`src/rtl/core/wct_pkg.sv`:
```
`timescale 1ns / 1ps
// ============================================================================
// wct_pkg
// Widths, codes and shared types of the weighted choice table.
// ============================================================================
package wct_pkg;

    localparam int ENTRIES     = 16;
    localparam int WEIGHT_BITS = 16;

    localparam int KEY_W  = 16;
    localparam int WIN_W  = 16;
    localparam int DRAW_W = 20;
    localparam int TOT_W  = 20;
    localparam int STAT_W = 2;

    localparam int IDX_W   = $clog2(ENTRIES);
    localparam int CNT_W   = $clog2(ENTRIES + 1);
    localparam int ACC_RAW = WEIGHT_BITS + CNT_W;
    localparam int ACC_W   = (ACC_RAW > DRAW_W) ? ACC_RAW : DRAW_W;
    localparam int SUM_W   = ((WEIGHT_BITS > TOT_W) ? WEIGHT_BITS : TOT_W) + 1;
    localparam int ENT_W   = KEY_W + WEIGHT_BITS;

    localparam int IN_TDATA_W  = ((KEY_W + WIN_W + DRAW_W + 7) / 8) * 8;
    localparam int OUT_TDATA_W = ((KEY_W + TOT_W + 7) / 8) * 8;
    localparam int OUT_TUSER_W = 1 + STAT_W;

    localparam logic [TOT_W-1:0] TOT_MAX = '1;

    typedef enum logic [STAT_W-1:0] {
        ST_OK   = 2'd0,
        ST_DUP  = 2'd1,
        ST_FULL = 2'd2
    } t_status;

    typedef enum logic {
        OP_DEFINE = 1'b0,
        OP_SELECT = 1'b1
    } t_op;

    typedef struct packed {
        t_op               operation;
        logic [KEY_W-1:0]  key;
        logic [WIN_W-1:0]  weight;
        logic [DRAW_W-1:0] draw;
    } t_item;

    typedef struct packed {
        logic [KEY_W-1:0] chosen_key;
        logic             hit;
        t_status          status;
        logic [TOT_W-1:0] total_weight;
    } t_result;

    typedef struct packed {
        logic             we;
        logic [IDX_W-1:0] waddr;
        logic [ENT_W-1:0] wdata;
        logic             re;
        logic [IDX_W-1:0] raddr;
    } t_ram_req;

    function automatic logic [WEIGHT_BITS-1:0] fit_weight(input logic [WIN_W-1:0] w);
        logic [WIN_W+WEIGHT_BITS-1:0] ext;
        ext = {{WEIGHT_BITS{1'b0}}, w};
        return ext[WEIGHT_BITS-1:0];
    endfunction

endpackage

```
`src/rtl/core/wct_ram.sv`:
```
`timescale 1ns / 1ps
// ============================================================================
// wct_ram
// Simple dual-port RAM, one write port, one registered read port.
// ============================================================================
module wct_ram #(
    parameter int DATA_W = 32,
    parameter int DEPTH  = 16,
    parameter int ADDR_W = $clog2(DEPTH)
) (
    input  logic              i_clk,
    input  logic              i_we,
    input  logic [ADDR_W-1:0] i_waddr,
    input  logic [DATA_W-1:0] i_wdata,
    input  logic              i_re,
    input  logic [ADDR_W-1:0] i_raddr,
    output logic [DATA_W-1:0] o_rdata
);

    logic [DATA_W-1:0] r_mem [DEPTH];
    logic [DATA_W-1:0] r_rdata;

    always_ff @(posedge i_clk) begin
        if (i_we) begin
            r_mem[i_waddr] <= i_wdata;
        end
    end

    always_ff @(posedge i_clk) begin
        if (i_re) begin
            r_rdata <= r_mem[i_raddr];
        end
    end

    assign o_rdata = r_rdata;

endmodule

```
`src/rtl/core/wct_ctrl.sv`:
```
`timescale 1ns / 1ps
// ============================================================================
// wct_ctrl
// Walk sequencer: scans stored entries, accumulates weights, appends.
// ============================================================================
module wct_ctrl (
    input  logic                                i_clk,
    input  logic                                i_rst_n,
    input  logic                                i_item_vld,
    output logic                                o_item_rdy,
    input  wct_pkg::t_item                      i_item,
    output logic                                o_res_vld,
    input  logic                                i_res_rdy,
    output wct_pkg::t_result                    o_res,
    output wct_pkg::t_ram_req                   o_ram,
    input  logic [wct_pkg::ENT_W-1:0]           i_ram_rdata
);
    import wct_pkg::*;

    typedef enum logic [2:0] {
        S_IDLE = 3'b001,
        S_WALK = 3'b010,
        S_DONE = 3'b100
    } t_state;

    t_state             r_state, n_state;
    logic [CNT_W-1:0]   r_count, n_count;
    logic [TOT_W-1:0]   r_total, n_total;
    logic               r_iss;
    logic               r_rd_vld;
    t_item              r_item;
    logic [IDX_W-1:0]   r_addr;
    logic [ACC_W-1:0]   r_acc;
    logic               r_found;
    logic               r_dup;
    logic [KEY_W-1:0]   r_chosen;

    logic                   item_acc;
    logic [KEY_W-1:0]       rd_key;
    logic [WEIGHT_BITS-1:0] rd_w;
    logic [ACC_W-1:0]       acc_sum;
    logic                   hit_now;
    logic                   dup_now;
    logic                   last_iss;
    logic [WEIGHT_BITS-1:0] new_w;
    logic [SUM_W-1:0]       sum_w;
    logic [TOT_W-1:0]       tot_new;
    logic                   full;
    logic                   do_write;

    assign item_acc = i_item_vld && (r_state == S_IDLE);
    assign rd_key   = i_ram_rdata[ENT_W-1:WEIGHT_BITS];
    assign rd_w     = i_ram_rdata[WEIGHT_BITS-1:0];
    assign acc_sum  = r_acc + ACC_W'(rd_w);
    assign hit_now  = r_rd_vld && (r_item.operation == OP_SELECT) && !r_found
                      && (acc_sum > ACC_W'(r_item.draw));
    assign dup_now  = r_rd_vld && (r_item.operation == OP_DEFINE) && (rd_key == r_item.key);
    assign last_iss = (CNT_W'(r_addr) + CNT_W'(1)) == r_count;

    assign new_w    = fit_weight(r_item.weight);
    assign sum_w    = SUM_W'(r_total) + SUM_W'(new_w);
    assign tot_new  = (sum_w > SUM_W'(TOT_MAX)) ? TOT_MAX : sum_w[TOT_W-1:0];
    assign full     = r_count >= CNT_W'(ENTRIES);
    assign do_write = (r_state == S_DONE) && i_res_rdy && (r_item.operation == OP_DEFINE)
                      && !r_dup && !full;

    always_comb begin
        n_state = r_state;
        unique case (r_state)
            S_IDLE: begin
                if (item_acc) begin
                    n_state = (r_count == '0) ? S_DONE : S_WALK;
                end
            end
            S_WALK: begin
                if (r_rd_vld && !r_iss) begin
                    n_state = S_DONE;
                end
            end
            S_DONE: begin
                if (i_res_rdy) begin
                    n_state = S_IDLE;
                end
            end
            default: n_state = S_IDLE;
        endcase
    end

    assign n_count = do_write ? r_count + CNT_W'(1) : r_count;
    assign n_total = do_write ? tot_new : r_total;

    always_ff @(posedge i_clk) begin
        if (!i_rst_n) begin
            r_state  <= S_IDLE;
            r_count  <= '0;
            r_total  <= '0;
            r_iss    <= 1'b0;
            r_rd_vld <= 1'b0;
        end else begin
            r_state  <= n_state;
            r_count  <= n_count;
            r_total  <= n_total;
            r_rd_vld <= (r_state == S_WALK) && r_iss;
            if (item_acc) begin
                r_iss <= (r_count != '0);
            end else if ((r_state == S_WALK) && r_iss && last_iss) begin
                r_iss <= 1'b0;
            end
        end
    end

    always_ff @(posedge i_clk) begin
        if (item_acc) begin
            r_item   <= i_item;
            r_addr   <= '0;
            r_acc    <= '0;
            r_found  <= 1'b0;
            r_dup    <= 1'b0;
            r_chosen <= '0;
        end else if (r_state == S_WALK) begin
            if (r_iss && !last_iss) begin
                r_addr <= r_addr + IDX_W'(1);
            end
            if (r_rd_vld) begin
                r_acc <= acc_sum;
                if (hit_now) begin
                    r_found  <= 1'b1;
                    r_chosen <= rd_key;
                end
                if (dup_now) begin
                    r_dup <= 1'b1;
                end
            end
        end
    end

    assign o_item_rdy = (r_state == S_IDLE);
    assign o_res_vld  = (r_state == S_DONE);

    always_comb begin
        o_res.chosen_key   = r_found ? r_chosen : '0;
        o_res.hit          = r_found;
        o_res.total_weight = (r_item.operation == OP_DEFINE && !r_dup && !full) ? tot_new
                                                                              : r_total;
        priority if (r_item.operation == OP_SELECT) begin
            o_res.status = ST_OK;
        end else if (r_dup) begin
            o_res.status = ST_DUP;
        end else if (full) begin
            o_res.status = ST_FULL;
        end else begin
            o_res.status = ST_OK;
        end
    end

    assign o_ram.we    = do_write;
    assign o_ram.waddr = r_count[IDX_W-1:0];
    assign o_ram.wdata = {r_item.key, new_w};
    assign o_ram.re    = (r_state == S_WALK) && r_iss;
    assign o_ram.raddr = r_addr;

    a_count_bound: assert property (@(posedge i_clk) disable iff (!i_rst_n)
        r_count <= CNT_W'(ENTRIES))
        else $error("entry count beyond table size");

    a_count_step: assert property (@(posedge i_clk) disable iff (!i_rst_n)
        $past(i_rst_n) && (r_count != $past(r_count))
        |-> (r_count == $past(r_count) + CNT_W'(1)) && $past(do_write))
        else $error("entry count moved without an append");

    a_total_mono: assert property (@(posedge i_clk) disable iff (!i_rst_n)
        $past(i_rst_n) |-> r_total >= $past(r_total))
        else $error("total weight decreased");

    a_rd_in_walk: assert property (@(posedge i_clk) disable iff (!i_rst_n)
        r_rd_vld |-> r_state == S_WALK)
        else $error("read data returned outside the walk");

    a_hit_ok: assert property (@(posedge i_clk) disable iff (!i_rst_n)
        o_res_vld && o_res.hit |-> (o_res.status == ST_OK) && (r_item.operation == OP_SELECT))
        else $error("hit reported on a define");

endmodule

```
`src/rtl/core/weighted_choice_table.sv`:
```
`timescale 1ns / 1ps
// ============================================================================
// weighted_choice_table
// Keyed weight table with append and cumulative-weight selection.
// ============================================================================
// Each item walks the stored entries through the single read port of the
// entry RAM, one entry per cycle; on an empty table the walk is skipped.
// The result then passes from the walker to the output register. A define
// appends in the cycle its result leaves the walker. Items are handled one
// at a time; the next item is taken while a result waits in the output
// register.
module weighted_choice_table (
    input  logic                                i_clk,
    input  logic                                i_rst_n,
    input  logic                                s_axis_tvalid,
    output logic                                s_axis_tready,
    // key [15:0], weight [31:16], draw [51:32], zero pad above
    input  logic [wct_pkg::IN_TDATA_W-1:0]      s_axis_tdata,
    // operation [0]
    input  logic                                s_axis_tuser,
    output logic                                m_axis_tvalid,
    input  logic                                m_axis_tready,
    // chosen_key [15:0], total_weight [35:16], zero pad above
    output logic [wct_pkg::OUT_TDATA_W-1:0]     m_axis_tdata,
    // hit [0], status [2:1]
    output logic [wct_pkg::OUT_TUSER_W-1:0]     m_axis_tuser
);
    import wct_pkg::*;

    t_item        item;
    t_result      res;
    logic         res_vld;
    logic         res_rdy;
    t_ram_req     ram_req;
    logic [ENT_W-1:0] ram_rdata;

    logic         r_out_vld;
    t_result      r_out;

    assign item.operation = t_op'(s_axis_tuser);
    assign item.key       = s_axis_tdata[KEY_W-1:0];
    assign item.weight    = s_axis_tdata[KEY_W+WIN_W-1:KEY_W];
    assign item.draw      = s_axis_tdata[KEY_W+WIN_W+DRAW_W-1:KEY_W+WIN_W];

    wct_ctrl u_ctrl (
        .i_clk       (i_clk),
        .i_rst_n     (i_rst_n),
        .i_item_vld  (s_axis_tvalid),
        .o_item_rdy  (s_axis_tready),
        .i_item      (item),
        .o_res_vld   (res_vld),
        .i_res_rdy   (res_rdy),
        .o_res       (res),
        .o_ram       (ram_req),
        .i_ram_rdata (ram_rdata)
    );

    wct_ram #(
        .DATA_W (ENT_W),
        .DEPTH  (ENTRIES),
        .ADDR_W (IDX_W)
    ) u_ram (
        .i_clk   (i_clk),
        .i_we    (ram_req.we),
        .i_waddr (ram_req.waddr),
        .i_wdata (ram_req.wdata),
        .i_re    (ram_req.re),
        .i_raddr (ram_req.raddr),
        .o_rdata (ram_rdata)
    );

    assign res_rdy = !r_out_vld || m_axis_tready;

    always_ff @(posedge i_clk) begin
        if (!i_rst_n) begin
            r_out_vld <= 1'b0;
        end else if (res_rdy) begin
            r_out_vld <= res_vld;
        end
    end

    always_ff @(posedge i_clk) begin
        if (res_rdy && res_vld) begin
            r_out <= res;
        end
    end

    assign m_axis_tvalid = r_out_vld;
    assign m_axis_tdata  = OUT_TDATA_W'({r_out.total_weight, r_out.chosen_key});
    assign m_axis_tuser  = {r_out.status, r_out.hit};

endmodule
```
`config.mk`:
```
export PLATFORM = sky130hd
export DESIGN_NAME = weighted_choice_table
export DESIGN_NICKNAME = d
export VERILOG_FILES = /design/src/rtl/core/wct_pkg.sv /design/src/rtl/core/wct_ram.sv /design/src/rtl/core/wct_ctrl.sv /design/src/rtl/core/weighted_choice_table.sv
export SDC_FILE = /design/constraint.sdc
export NUM_CORES = 1
export LEC_CHECK = 0
export BUFFER_PORTS_ARGS = -buffer_cell sky130_fd_sc_hd__buf_2
export CAP_MARGIN = 10
export CELL_PAD_IN_SITES_DETAIL_PLACEMENT = 1
export CELL_PAD_IN_SITES_GLOBAL_PLACEMENT = 2
export CORE_ASPECT_RATIO = 1.5
export CORE_MARGIN = 5
export CORE_UTILIZATION = 47
export DETAILED_ROUTE_END_ITERATION = 8
export HOLD_SLACK_MARGIN = 0.03
export PLACE_DENSITY = 0.87
export SYNTH_ARGS = -nofsm -noshare
export SYNTH_HDL_FRONTEND = slang
export SYNTH_HIERARCHICAL = 1
export SYNTH_SLANG_ARGS = --single-unit
```
`constraint.sdc`:
```
create_clock -name i_clk -period 6.67 [get_ports i_clk]
set_clock_uncertainty 0.1 [all_clocks]
set_input_delay 0.3335 -clock i_clk [delete_from_list [all_inputs] [get_ports i_clk]]
set_output_delay 0.3335 -clock i_clk [all_outputs]
set_load 0.01 [all_outputs]
```
; ---- Yosys cells after proc, flatten, opt, wreduce, memory -nomap -nowiden
; Memories as Yosys holds them, arrays and structs flattened. A register that Yosys moved wholly into a read port is not among the register bits.
; Index checks and enable logic that the tools add are counted.
; W data, S select, Z words.
[word_totals]
regBits = 166
ram_bits = 512
input_bits = 61
output_inout_bits = 45
wordCells = 83
mem_count = 1
[classes]
add_sub_neg = 5
magnitude_cmp = 3
n_eq_ne = 8
mux = 13
bitwise = 1
reduce_logical = 32
[mem_list]
columns = name, depth, word_bits, read_ports, rd_clocked_by_memory_dff, write_ports, line
row1 = u_ram.r_mem, 16, 32, 1, 1, 1, wct_ram.sv:20  ; logic [DATA_W-1:0] r_mem [DEPTH];
[op_table]
columns = cell, n
row1 = $mux W20, 2
row2 = $add A20 B16 Y21, 1
row3 = $add A21 B16 Y21, 1
row4 = $gt A21 B20 Y1, 1
row5 = $gt A21 B20 Y1 const B, 1
row6 = $eq A16 B16 Y1, 1
row7 = $logic_and A1 B1 Y1, 16
row8 = $mux W3, 4
row9 = $pmux W3 S3, 1
row10 = $reduce_and A3 Y1, 3
row11 = $logic_not A1 Y1, 6
row12 = $ne A2 B1 Y1 const B, 3
row13 = $add A4 B1 Y5 const B, 1
row14 = $add A5 B1 Y5 const B, 1
row15 = $eq A5 B5 Y1, 1
row16 = $ge A5 B5 Y1 const B, 1
row17 = $logic_not A5 Y1, 1
row18 = $mux W1, 5
row19 = $reduce_bool A5 Y1, 1
row20 = $add A4 B1 Y4 const B, 1
row21 = $reduce_and A2 Y1, 2
row22 = $eq A3 B1 Y1 const B, 1
row23 = $eq A3 B2 Y1 const B, 1
row24 = $eq A3 B3 Y1 const B, 1
row25 = 5 further kinds, 5

; ---- Logic depth before layout (Yosys ltp)
; Gate-level depths: netlist of the first run.
[depth]
depth_word = 8
mapped_depth = 19

; ---- Hierarchy
; The synthesis of the first run kept the hierarchy.
[by_module_without_submodules]
columns = module, instances, cells_per_inst, area_per_inst_um2, seq_area_each_um2
row1 = wct_ram, 1, 838, 20155.6, 16335.7
row2 = wct_ctrl, 1, 814, 7473.4, 3052.9
row3 = weighted_choice_table, 1, 49, 1262.5, 1191.1

; ---- Least setup slack after synthesis of the first run
; Ideal clock, no wire load.
[synth_timing]
path_type = register -> register
start = reg u_ctrl.r_state[2]
end = mem u_ram.r_mem[0][0], enable pin
setup_ps = 461
arrival_ps = 4516
path_slack_ps = 1593
stages_incl_launch_ff = 9
path_buffers = 3
synth_period_minus_slack_ps = 5077
path_cell_list = dfxtp_1 -> nor3b_1 -> nand3_1 -> inv_1 -> clkbuf_1 -> clkbuf_1 -> buf_4 -> or3b_2 -> nor3_1
[synth_via]
elab_chain_cells = 7
[synth_lines]
columns = item, line
row1 = "start, declared", wct_ctrl.sv:26  ; t_state r_state, n_state;
row2 = "start signal, assigned", wct_ctrl.sv:100  ; r_state <= n_state;
row3 = $eq A3 B3 Y1, -
row4 = net res_vld, weighted_choice_table.sv:32  ; logic res_vld;
row5 = $logic_and A1 B1 Y1 (2 in a row), wct_ctrl.sv:64  ; assign do_write = (r_state == S_DONE) && i_res_rdy && (r_item.operation == OP_DEFINE)
row6 = $logic_and A1 B1 Y1 (2 in a row), wct_ctrl.sv:65  ; && !r_dup && !full;
row7 = net u_ctrl.do_write, wct_ctrl.sv:49  ; logic do_write;
row8 = $mux W1, wct_ram.sv:24  ; if (i_we) begin
row9 = $mux W1 (not written as such), wct_ram.sv:25  ; r_mem[i_waddr] <= i_wdata;
row10 = "end, declared", wct_ram.sv:20
; The timed path passes the listed nets, and every way through them passes these cells.

; ---- Final worst setup path of the first run
[layout_timing]
start = reg u_ram.r_rdata[0] (netlist: u_ram/o_rdata[0]), read port of u_ram.r_mem
end = reg u_ctrl.r_chosen[0]
[layout_via]
elab_chain_cells = 4
[layout_lines]
columns = item, line
row1 = "start, declared", wct_ram.sv:21  ; logic [DATA_W-1:0] r_rdata;
row2 = $add A21 B16 Y21, wct_ctrl.sv:54  ; assign acc_sum = r_acc + ACC_W'(rd_w);
row3 = net u_ctrl.acc_sum[16], wct_ctrl.sv:41  ; logic [ACC_W-1:0] acc_sum;
row4 = $gt A21 B20 Y1, wct_ctrl.sv:56  ; && (acc_sum > ACC_W'(r_item.draw));
row5 = $logic_and A1 B1 Y1, wct_ctrl.sv:56
row6 = $reduce_and A3 Y1 (no line), -
row7 = "end signal, assigned", wct_ctrl.sv:128  ; r_chosen <= rd_key;
row8 = "end, declared", wct_ctrl.sv:36  ; logic [KEY_W-1:0] r_chosen;
; The timed path passes the listed nets, and every way through them passes these cells.
; A chain may end at the register's enable or synchronous reset.

==> results.toml, run 1 <==
[critical_path]
path_cells = "ha_1 > fa_1 > a21o_1 > a221o_2 > o311ai_2 > a21oi_2 > a21oi_1 > o21ai_0 > xor2_1 > ha_1 > nand4_1 > nor4bb_1 > a211oi_1 > nand2_1 > o21ai_0 > a21oi_4 > mux2i_1"
critPathKind = "reg2reg"
crit_arrival_ns = 5.41
rrSetupSlack_ns = 1.71
slowest_delay_ns = 0.61
critPathSlowestCell = "a21oi_4"
r2r_cells = 17
crit_family = "compound AO/OA/AOI/OAI gates"
crit_required_ns = 7.12
worstSetupStartpointType = "register"
reg2reg_to = "u_ctrl/r_chosen[0]$_SDFFE_PP0P_"
path_buf_inv = 0
cp-end-kind = "register"
critPathMaxFanout = 17
r2r_start = "u_ram/o_rdata[0]$_DFFE_PP_"

[flow_run]
cap_violations = 0

[synth]
ys.flop_type = "edfxtp_1"
muxShareOfSynthArea_pct = 10.8
synthTopCellsByCount = "edfxtp_1 (636), nand2_1 (134), mux4_2 (128)"
syn_area_um2 = 28900
yosys.area_share.adder_pct = 2.52
synth_top_area_cell = "edfxtp_1"
ys_async_sr_fraction_pct = 0
yosysWarnings = 6
netlist.area_leader.share_pct = 66.1
synth_top_family_by_area = "multiplexers"
synth_compound_area_share_pct = 5.55
netlist_instances = 1701
synth.distinct_cells = 68
avgSynthCellArea_um2 = 17.0
synth_most_common_cell = "edfxtp_1"
synth-xor-area-share_pct = 1.70
yosys.area_share.simple_pct = 5.48
synth_edf_count = 636
ys_ff_latch = 710
ys_top_cells_by_area = "edfxtp_1 (66%), mux4_2 (10%), dfxtp_1 (5.1%)"
synth_seq_area_share_pct = 71.2

[drt]
wl_um = 71300
drc = 0
vias = 15700
ant_nets = 0
firstDrtPassIters = 5
drt-initial-drc-count = 1209
wire_per_inst_um = 26.5
avgViaCountPerCell = 5.86

[power_and_ir_drop]
switchingPower_w = 0.00186
leakage_nw = 10.9
swShare_pct = 20.8
pwr-share-seq_pct = 55.8
max-vdd-ir-drop_uv = 181
p_int_w = 0.00707
pwr-share-comb_pct = 2.4
powerDensity_nw_per_um2 = 272
clockPowerShare_pct = 41.9

[layout]
multi_input_area_um2 = 7660
finalNetCount = 1961
layout-drive-gt1-share_pct = 21.1
fillers = 5613
syn2layout_area_growth_pct = 13.6
regArea_um2 = 20600

[grt]
grtUsageTotal_pct = 21.6
grt_first_pass_wirelength_um = 108000
grt_antenna_before_repair = 1
overflow = 0
grt_max_degree = 78
grt_pass1_vias = 17100

[clocking]
cts-root-buf = "clkbuf_16"
clock_latency_ns = 0.62
clkSlewWorstSetupHoldPaths_ns = 0.07
cts.sinks = 710
cts_tree = "done"
htree_num_levels = 3
cts_inserted_buffers = 66
cts.repair.resized = 0
clk_path_buf_depth = 3

[floorplan]
fp.dieArea_um2 = 66600
core-area_um2 = 61000
initial_utilization_pct = 47.4
die_height_um = 314
die_x_um = 212
rows = 111
io_pins = 106

[hold_path]
whs_path_depth = 4
worst_hold_path.endpoint = "u_ctrl/r_state[2]$_SDFFE_PN0P_"
hold_class = "in2reg"
min_from = "s_axis_tvalid"

[sta]
max_freq_mhz = 201
slew_headroom_pct = 20.6
fin_crit_sh_pct = 74.4
hold_ws_ns = 0.153
layout_min_cycle_time_ns = 4.96
grt_setup_unrepaired = "false"
tns_ns = 0
final_hold_viol_count = 0
worst_pin_slew_ns = 1.19
setup_viol = 0
final-max-slew-violation-count = 0

[status]
status = "completed"

[placement]
finalWeightedCongestion = 0.799
io_buffers = 97
dp_hpwl_um = 41000
layer usage:
metal / global-route usage (%) / vias to the layer above / wire length [um]
li1: - / 6904 / -
met5: 0 / - / 0
met3: 3.53 / 89 / 4240
met2: 38.4 / 562 / 38100
met4: 6.71 / 0 / 1720
met1: 27.2 / 8192 / 27300
power groups by stage:
| stage | clock (W) | combinational [W] | sequential (W) |
|---|---|---|---|
| 6_report | 0.00374 | 0.000212 | 0.00498 |
| 5_1_grt | 0.00405 | 0.000235 | 0.00499 |
| 4_1_cts | 0.00383 | 0.000214 | 0.00498 |
| 3_3_place_gp | 0 | 0.000180 | 0.00507 |
| 3_5_place_dp | 0 | 0.000186 | 0.00508 |
| 2_1_floorplan | 0 | 0.000163 | 0.00501 |
placed cells by master, fill, tap and decap left out, types with 42 or more instances in the layout:
master,instances
mux4_2,128
ha_1,55
nand2_1,134
edfxtp_1,636
buf_2,97
xnor2_1,42
clkbuf_16,68
a22oi_1,65
dfxtp_1,72
a21oi_1,60
dlygate4sd3_1,56
nor2_1,54
per-stage QoR:
step | total power (W) | setup WS [ns] | area (um^2) | utilization [%] | instances
after floorplan | 0.00518 | 1.59 | 28900 | - | 1704
after global placement | 0.00525 | 1.75 | 30100 | 49.4 | 2510
after detailed placement | 0.00527 | 1.71 | 30100 | 49.4 | 2510
after CTS | 0.00903 | 1.65 | 32800 | 53.8 | 2687
after global routing | 0.00927 | 1.27 | 32800 | 53.8 | 2687
final | 0.00894 | 1.71 | 32800 | 53.8 | 2688
registers in the layout, indices dropped and copies added, names as in the netlist, 16 cells and up:
signal and flops:
u_ctrl/r_item 21, u_ctrl/o_ram 16, u_ctrl/r_acc 21, u_ctrl/r_chosen 16, u_ctrl/new_w 16, u_ctrl/r_total 20, m_axis_tdata 36, u_ram/o_rdata 32
u_ram/r_mem 512
logic make-up (layout without fill, tap and decap cells):
kind of cell / Yosys count / after routing
DFF: 710 / 710
and+or+nand+nor: 335 / 335
AOI/OAI and AO/OA: 238 / 238
buffers and inverters: 153 / 345
muxes: 151 / 151
adders and majority gates: 57 / 57
xor gates and xnor gates: 56 / 56
other: 1 / 5
worst max path at each step:
stage | cells past startpoint | start | to
after global routing | 17 | u_ram/o_rdata[0]$_DFFE_PP_ | u_ctrl/r_chosen[0]$_SDFFE_PP0P_
final | 17 | u_ram/o_rdata[0]$_DFFE_PP_ | u_ctrl/r_chosen[0]$_SDFFE_PP0P_
after floorplan | 8 | u_ctrl/r_state[2]$_SDFFE_PN0P_ | u_ram/r_mem[0][0]$_DFFE_PP_
after CTS | 17 | u_ram/o_rdata[0]$_DFFE_PP_ | u_ctrl/r_chosen[0]$_SDFFE_PP0P_
after global placement | 17 | u_ram/o_rdata[0]$_DFFE_PP_ | u_ctrl/r_chosen[8]$_SDFFE_PP0P_
after detailed placement | 17 | u_ram/o_rdata[0]$_DFFE_PP_ | u_ctrl/r_chosen[15]$_SDFFE_PP0P_
final cells by class:
class                   count  share of cell area (%)
diodes                      1                 0.00763
clock buffers              77                    5.29
clock inverters            44                    1.22
inverters                  42                   0.484
multi-input cells         841                    23.3
flip-flops and latches    710                    62.8
well taps                 791                    3.02
repair buffers            182                    3.89
repair_timing:
item | in CTS | in global routing
setup buffers | 0 | 0
hold buffers | 56 | 0
endpoints found under the hold margin | 61 | 0
worst register-to-register path, stage by stage (launching register included):
cell      delay, ns
edfxtp_1       0.37
ha_1           0.24
fa_1           0.43
a21o_1         0.20
a221o_2        0.37
o311ai_2       0.40
a21oi_2        0.18
a21oi_1        0.20
o21ai_0        0.15
xor2_1         0.18
ha_1           0.32
nand4_1        0.12
nor4bb_1       0.39
a211oi_1       0.13
nand2_1        0.07
o21ai_0        0.15
a21oi_4        0.61
mux2i_1        0.29
Power figures use the tool's default switching activity.
==> inputs of run 2 (changes only) <==
==> constraint.sdc (replaced) <==
create_clock -name i_clk -period 5 [get_ports i_clk]
set_clock_uncertainty 0.1 [all_clocks]
set_input_delay 0.25 -clock i_clk [delete_from_list [all_inputs] [get_ports i_clk]]
set_output_delay 0.25 -clock i_clk [all_outputs]
set_load 0.01 [all_outputs]
==> run 2 against run 1 <==
Compared with the run above: register-to-register slack got worse by 1.3 ns; power increased by 35%; worst hold slack improved by 0.090 ns; sequential cell count unchanged; critical path type unchanged; fmax increased by 8.1%; global-route usage increased by 0.14 points; cell area increased by 0.60%; setup slack got worse by 1.3 ns; largest cell class unchanged; largest power group unchanged; cell count increased by 0.19%; combinational power increased by 37%.
==> results.toml, run 2 (synthesis gave the netlist of run 1 again) <==
[floorplan]
die_height_um = 314
initial_utilization_pct = 47.4
io_pins = 106
fp.dieArea_um2 = 66600
core-area_um2 = 61000
rows = 111
die_x_um = 212

[clocking]
cts.sinks = 710
htree_num_levels = 3
clkSlewWorstSetupHoldPaths_ns = 0.06
cts_inserted_buffers = 67
clock_latency_ns = 0.61
cts_tree = "done"
cts-root-buf = "clkbuf_16"
clk_path_buf_depth = 3

[layout]
top_register = "u_ram/r_mem"
final_cell_mix = "edfxtp_1 (636), nand2_1 (134), mux4_2 (128), buf_2 (97), dfxtp_1 (72)"
antennaDiodeCount = 0
layout-drive-gt1-share_pct = 21.3
largest_reg_flops = 512
finalNetCount = 1968
syn2layout_area_growth_pct = 14.2
finalInstanceArea_um2 = 33000
final_common_cell = "edfxtp_1"
fillers = 5592

[sta]
grt_setup_unrepaired = "false"
layout_min_cycle_time_ns = 4.59
max_freq_mhz = 218
final-max-slew-violation-count = 0
setup_viol = 0
slew_headroom_pct = 20.6
final_hold_viol_count = 0
fin_crit_sh_pct = 91.9
worst_pin_slew_ns = 1.19

[drt]
wl_um = 72300
vias = 15800
ant_nets = 0
wire_per_inst_um = 26.8
drc = 0
firstDrtPassIters = 6
drt-initial-drc-count = 1298
avgViaCountPerCell = 5.88

[hold_path]
hold_class = "in2reg"

[critical_path]
crit_required_ns = 5.43
critPathMaxFanout = 17
worstSetupStartpointType = "register"
crit_arrival_ns = 5.03
critPathKind = "reg2reg"
cp-end-kind = "register"

[placement]
finalWeightedCongestion = 0.802
postPlaceCellArea_um2 = 30200
io_buffers = 97
dp_hpwl_um = 42100

[status]
status = "completed"

[grt]
grt_first_pass_wirelength_um = 108000
grt_antenna_before_repair = 2
grt_max_degree = 131
grt_pass1_vias = 17100
grtUsageTotal_pct = 21.8
overflow = 0

[power_and_ir_drop]
p_int_w = 0.00952
leakage_nw = 11.0
p_total_w = 0.0120
pwr-share-comb_pct = 2.4
powerDensity_nw_per_um2 = 365
clockPowerShare_pct = 42.4
switchingPower_w = 0.00252
swShare_pct = 20.9
max-vdd-ir-drop_uv = 208
pwr-share-seq_pct = 55.2

[flow_run]
cap_violations = 0
-- run 2: cell count changes in the layout (fill, tap and decap cells not counted), moves of 2 or more --
cell        previous run  this run
bufinv_16              5         7
clkinv_1               6         8
buf_12                 1         7
clkinv_2              20        18
clkinvlp_4             6         4
-- run 2: per-stage QoR --
stage | util, % | TNS (ns) | setup WS, ns | hold WS [ns] | std cells
floorplan | - | 0 | 0.272 | 0.226 | 1704
global placement | 49.5 | 0 | 0.146 | 0.326 | 2514
detailed placement | 49.5 | -0.0129 | -0.0129 | 0.329 | 2514
CTS | 54.1 | 0 | 0.291 | 0.210 | 2693
global route | 54.1 | 0 | 0.0270 | 0.221 | 2693
finish | 54.1 | 0 | 0.407 | 0.243 | 2693
-- run 2: per-layer routing --
metal / vias up / GRT usage, % / wire length, um
li1: 6902 / - / -
met1: 8218 / 26.5 / 27400
met2: 614 / 39.8 / 38900
met3: 97 / 3.59 / 4250
met4: 2 / 6.14 / 1710
met5: - / 0 / 11
-- run 2: final timing paths --
path | startpoint | endpoint | cells after the start | slack (ns)
setup / recovery | u_ram/o_rdata[0]$_DFFE_PP_ | u_ctrl/r_chosen[12]$_SDFFE_PP0P_ | 18 | 0.41
hold / removal | s_axis_tdata[7] | u_ctrl/o_ram[28]$_DFFE_PP_ | 2 | 0.24
setup reg to reg | u_ram/o_rdata[0]$_DFFE_PP_ | u_ctrl/r_chosen[12]$_SDFFE_PP0P_ | 18 | 0.41
hold reg to reg | u_ctrl/r_chosen[2]$_SDFFE_PP0P_ | u_ctrl/r_chosen[2]$_SDFFE_PP0P_ | 2 | 0.36
-- run 2: layout make-up --
type	instances	area, um^2	area share, %
tap	791	990	3.00
clock buffer	75	1710	5.17
timing repair buffer	188	1400	4.24
sequential	710	20600	62.4
inverter	42	159	0.481
multi-input combinational	841	7680	23.3
clock inverter	46	487	1.47
-- run 2: power by group through the flow --
| stage | clock network [W] | logic [W] | registers, W |
|---|---|---|---|
| 2_1_floorplan | 0 | 0.000218 | 0.00669 |
| 3_3_place_gp | 0 | 0.000246 | 0.00676 |
| 3_5_place_dp | 0 | 0.000256 | 0.00678 |
| 4_1_cts | 0.00520 | 0.000293 | 0.00665 |
| 5_1_grt | 0.00554 | 0.000317 | 0.00665 |
| 6_report | 0.00511 | 0.000290 | 0.00665 |
-- run 2: worst max-delay path, stage by stage, from the launching register on --
cell	delay, ns
edfxtp_1	0.36
ha_1	0.23
fa_1	0.41
a21o_1	0.19
a221o_2	0.38
o311ai_4	0.35
a21oi_2	0.14
a21oi_1	0.21
o21ai_0	0.14
xor2_1	0.17
ha_1	0.32
nand4_1	0.15
nor4bb_2	0.35
a211oi_1	0.12
nand2_1	0.07
o21ai_0	0.17
a21oi_4	0.23
buf_12	0.19
mux2i_1	0.21
-- run 2: timing repair --
action | in CTS | in global routing
pin swaps | 1 | 0
resized for setup | 0 | 2
endpoints found under the setup margin | 2 | 16
hold endpoints to repair | 61 | 0
buffers inserted | 1 | 0
hold buffers | 57 | 0
==> inputs of run 3 (changes only) <==
--- a/config.mk
+++ b/config.mk
@@ -5,16 +5,17 @@
 export SDC_FILE = /design/constraint.sdc
 export NUM_CORES = 1
 export LEC_CHECK = 0
+export ABC_AREA = 1
 export BUFFER_PORTS_ARGS = -buffer_cell sky130_fd_sc_hd__buf_2
 export CAP_MARGIN = 10
 export CELL_PAD_IN_SITES_DETAIL_PLACEMENT = 1
 export CELL_PAD_IN_SITES_GLOBAL_PLACEMENT = 2
 export CORE_ASPECT_RATIO = 1.5
 export CORE_MARGIN = 5
-export CORE_UTILIZATION = 47
+export CORE_UTILIZATION = 41
 export DETAILED_ROUTE_END_ITERATION = 8
 export HOLD_SLACK_MARGIN = 0.03
-export PLACE_DENSITY = 0.87
+export PLACE_DENSITY = 0.88
 export SYNTH_ARGS = -nofsm -noshare
 export SYNTH_HDL_FRONTEND = slang
 export SYNTH_HIERARCHICAL = 1
==> run 3 against run 2 <==
Compared with the run above: synthesized cell count increased by 88%; non-clock buffer count increased by 11; cell count increased by 63%; die area increased by 27%; sequential cell count unchanged; critical path depth increased by 8; worst hold slack improved by 0.0018 ns; synthesized area increased by 12%; global-route usage decreased by 0.94 points; clock power increased by 6.3%.
==> results.toml, run 3 <==
[critical_path]
crit_arrival_ns = 4.55
cp-end-kind = "register"
critPathKind = "reg2reg"
critPathMaxFanout = 33
worstSetupStartpointType = "register"
crit_required_ns = 5.41

[hold_path]
hold_class = "in2reg"

[synth]
yosys.area_share.adder_pct = 2.26
synth.distinct_cells = 47
ys.flop_type = "edfxtp_1"
synthTopCellsByCount = "nand2_1 (855), edfxtp_1 (636), inv_1 (553)"
synth_top_family_by_area = "simple AND/OR/NAND/NOR gates"
ys_async_sr_fraction_pct = 0
ys_top_cells_by_area = "edfxtp_1 (59%), nand2_1 (9.9%), nand3_1 (6.8%)"
netlist.area_leader.share_pct = 59.2
synth_top_area_cell = "edfxtp_1"
syn_area_um2 = 32300
netlist_instances = 3201
synth_compound_area_share_pct = 3.40
yosys.area_share.simple_pct = 19.1
muxShareOfSynthArea_pct = 0
synth_most_common_cell = "nand2_1"
avgSynthCellArea_um2 = 10.1
synth_seq_area_share_pct = 63.8
ys_ff_latch = 710
synth_edf_count = 636
synth-xor-area-share_pct = 1.22
yosysWarnings = 6

[grt]
grt_max_degree = 128
grt_pass1_vias = 24100
grt_first_pass_wirelength_um = 137000
grtUsageTotal_pct = 20.8
overflow = 0
grt_antenna_before_repair = 1

[sta]
max_freq_mhz = 242
grt_setup_unrepaired = "false"
final-max-slew-violation-count = 0
setup_ws_ns = 0.864
final_hold_viol_count = 0
worst_pin_slew_ns = 1.18
slew_headroom_pct = 20.4
layout_min_cycle_time_ns = 4.14
tns_ns = 0
fin_crit_sh_pct = 82.7
setup_viol = 0

[power_and_ir_drop]
leakage_nw = 15.6
powerDensity_nw_per_um2 = 353
max-vdd-ir-drop_uv = 271
swShare_pct = 22.4
pwr-share-seq_pct = 53.5
p_int_w = 0.00995
switchingPower_w = 0.00287
clockPowerShare_pct = 42.3
pwr-share-comb_pct = 4.2

[clocking]
clk_path_buf_depth = 3
htree_num_levels = 3
cts.repair.resized = 0
postCtsSetupBuffers = 0
clock_latency_ns = 0.62
cts_inserted_buffers = 74
clkSlewWorstSetupHoldPaths_ns = 0.06
cts.sinks = 710
cts-root-buf = "clkbuf_16"
cts_tree = "done"

[placement]
placedCellCount = 4195
dp_hpwl_um = 53400
io_buffers = 97
place_ws_ns = 0.836
finalWeightedCongestion = 0.779

[drt]
avgViaCountPerCell = 5.11
wire_per_inst_um = 20.4
firstDrtPassIters = 4
drt-initial-drc-count = 1221
ant_nets = 0
wl_um = 89400
drc = 0
vias = 22400

[floorplan]
io_pins = 106
die_x_um = 239
rows = 126
die_height_um = 354
initial_utilization_pct = 41.2
core-area_um2 = 78400
fp.dieArea_um2 = 84500

[layout]
finalNetCount = 3422
final_cell_mix = "nand2_1 (855), edfxtp_1 (636), inv_1 (552), nand3_1 (437), buf_2 (97)"
top_register = "u_ram/r_mem"
antennaDiodeCount = 0
syn2layout_area_growth_pct = 12.6
final_common_cell = "nand2_1"
largest_reg_flops = 512
instances_no_fill = 4386
layout-drive-gt1-share_pct = 9.46

[status]
status = "completed"

[flow_run]
cap_violations = 0
==> run 3: changes by cell type after synthesis, moves of 44 or more <==
| cell | delta |
|---|---|
| nand3_1 | +415 |
| nor2_1 | +46 |
| inv_1 | +511 |
| mux4_2 | -128 |
| buf_2 | +44 |
| nand2_1 | +721 |
| a22oi_1 | -65 |
==> run 3: layout make-up <==
class | instances | area [um^2]
clock inverters | 35 | 260
inverters | 559 | 2110
fillers | 8629 | 42000
flip-flops and latches | 710 | 20600
well taps | 1024 | 1280
repair buffers | 199 | 1440
clock buffers | 99 | 2090
multi-input cells | 1760 | 8560
==> run 3: power groups by stage <==
stage          logic [W]  registers (W)  clock network (W)
6_report        0.000540        0.00686            0.00543
4_1_cts         0.000551        0.00686            0.00556
3_5_place_dp    0.000510        0.00699                  0
5_1_grt         0.000605        0.00688            0.00582
3_3_place_gp    0.000501        0.00697                  0
2_1_floorplan   0.000419        0.00683                  0
==> run 3: cells by family (layout without fill, tap and decap cells) <==
kind of cell,count (synthesis),in the layout
and+or+nand+nor,1455,1455
buffers and inverters,734,892
DFF,710,710
AOI/OAI and AO/OA,199,199
adders and majority gates,57,57
xor gates and xnor gates,45,45
other,1,4
==> run 3: path summary, 6_finish.rpt <==
| path | slack (ns) | endpoint | cells after the start | startpoint |
|---|---|---|---|---|
| max | 0.86 | u_ctrl/r_chosen[13]$_SDFFE_PP0P_ | 26 | u_ram/o_rdata[0]$_DFFE_PP_ |
| min | 0.24 | u_ctrl/o_ram[28]$_DFFE_PP_ | 2 | s_axis_tdata[7] |
| max reg2reg | 0.86 | u_ctrl/r_chosen[13]$_SDFFE_PP0P_ | 26 | u_ram/o_rdata[0]$_DFFE_PP_ |
| min reg2reg | 0.38 | u_ctrl/r_chosen[12]$_SDFFE_PP0P_ | 2 | u_ctrl/r_chosen[12]$_SDFFE_PP0P_ |
==> run 3: routing by layer <==
| layer | wire length (um) | vias to the layer above | global-route usage [%] |
|---|---|---|---|
| met3 | 3360 | 142 | 2.44 |
| li1 | - | 10600 | - |
| met1 | 35500 | 11200 | 24.3 |
| met5 | 11 | - | 0 |
| met4 | 2360 | 2 | 6.70 |
| met2 | 48200 | 485 | 39.4 |
==> run 3: critical path: stages, from the launching register on <==
cell and delay (ns):
edfxtp_1 0.37, ha_1 0.30, fa_1 0.42, nand3_1 0.09
nand2_1 0.11, nand2_1 0.10, nand2_2 0.09, a21boi_0 0.27
o21ai_0 0.15, xnor2_1 0.21, inv_1 0.07, ha_1 0.29
nand2_1 0.08, nor2_1 0.21, inv_1 0.08, nor2_1 0.10
nand2_1 0.05, nand2_1 0.06, nand2_1 0.04, nand2_1 0.07
nand2_1 0.05, nand2_1 0.05, nand2_1 0.08, nand2_4 0.29
nand3_1 0.12, nand2_1 0.10, nor2_1 0.05
==> run 3: repair_timing <==
action	CTS	global route
hold endpoints to repair	61	0
setup endpoints to repair	0	0
hold buffers	57	0
==> run 3: stage by stage <==
| stage | instance area (um^2) | utilization, % | hold slack, ns | power, W |
|---|---|---|---|---|
| floorplan | 32300 | - | 0.249 | 0.00725 |
| global placement | 33400 | 42.6 | 0.327 | 0.00747 |
| detailed placement | 33400 | 42.6 | 0.328 | 0.00749 |
| CTS | 36300 | 46.4 | 0.203 | 0.0130 |
| global route | 36300 | 46.4 | 0.234 | 0.0133 |
| finish | 36300 | 46.4 | 0.244 | 0.0128 |
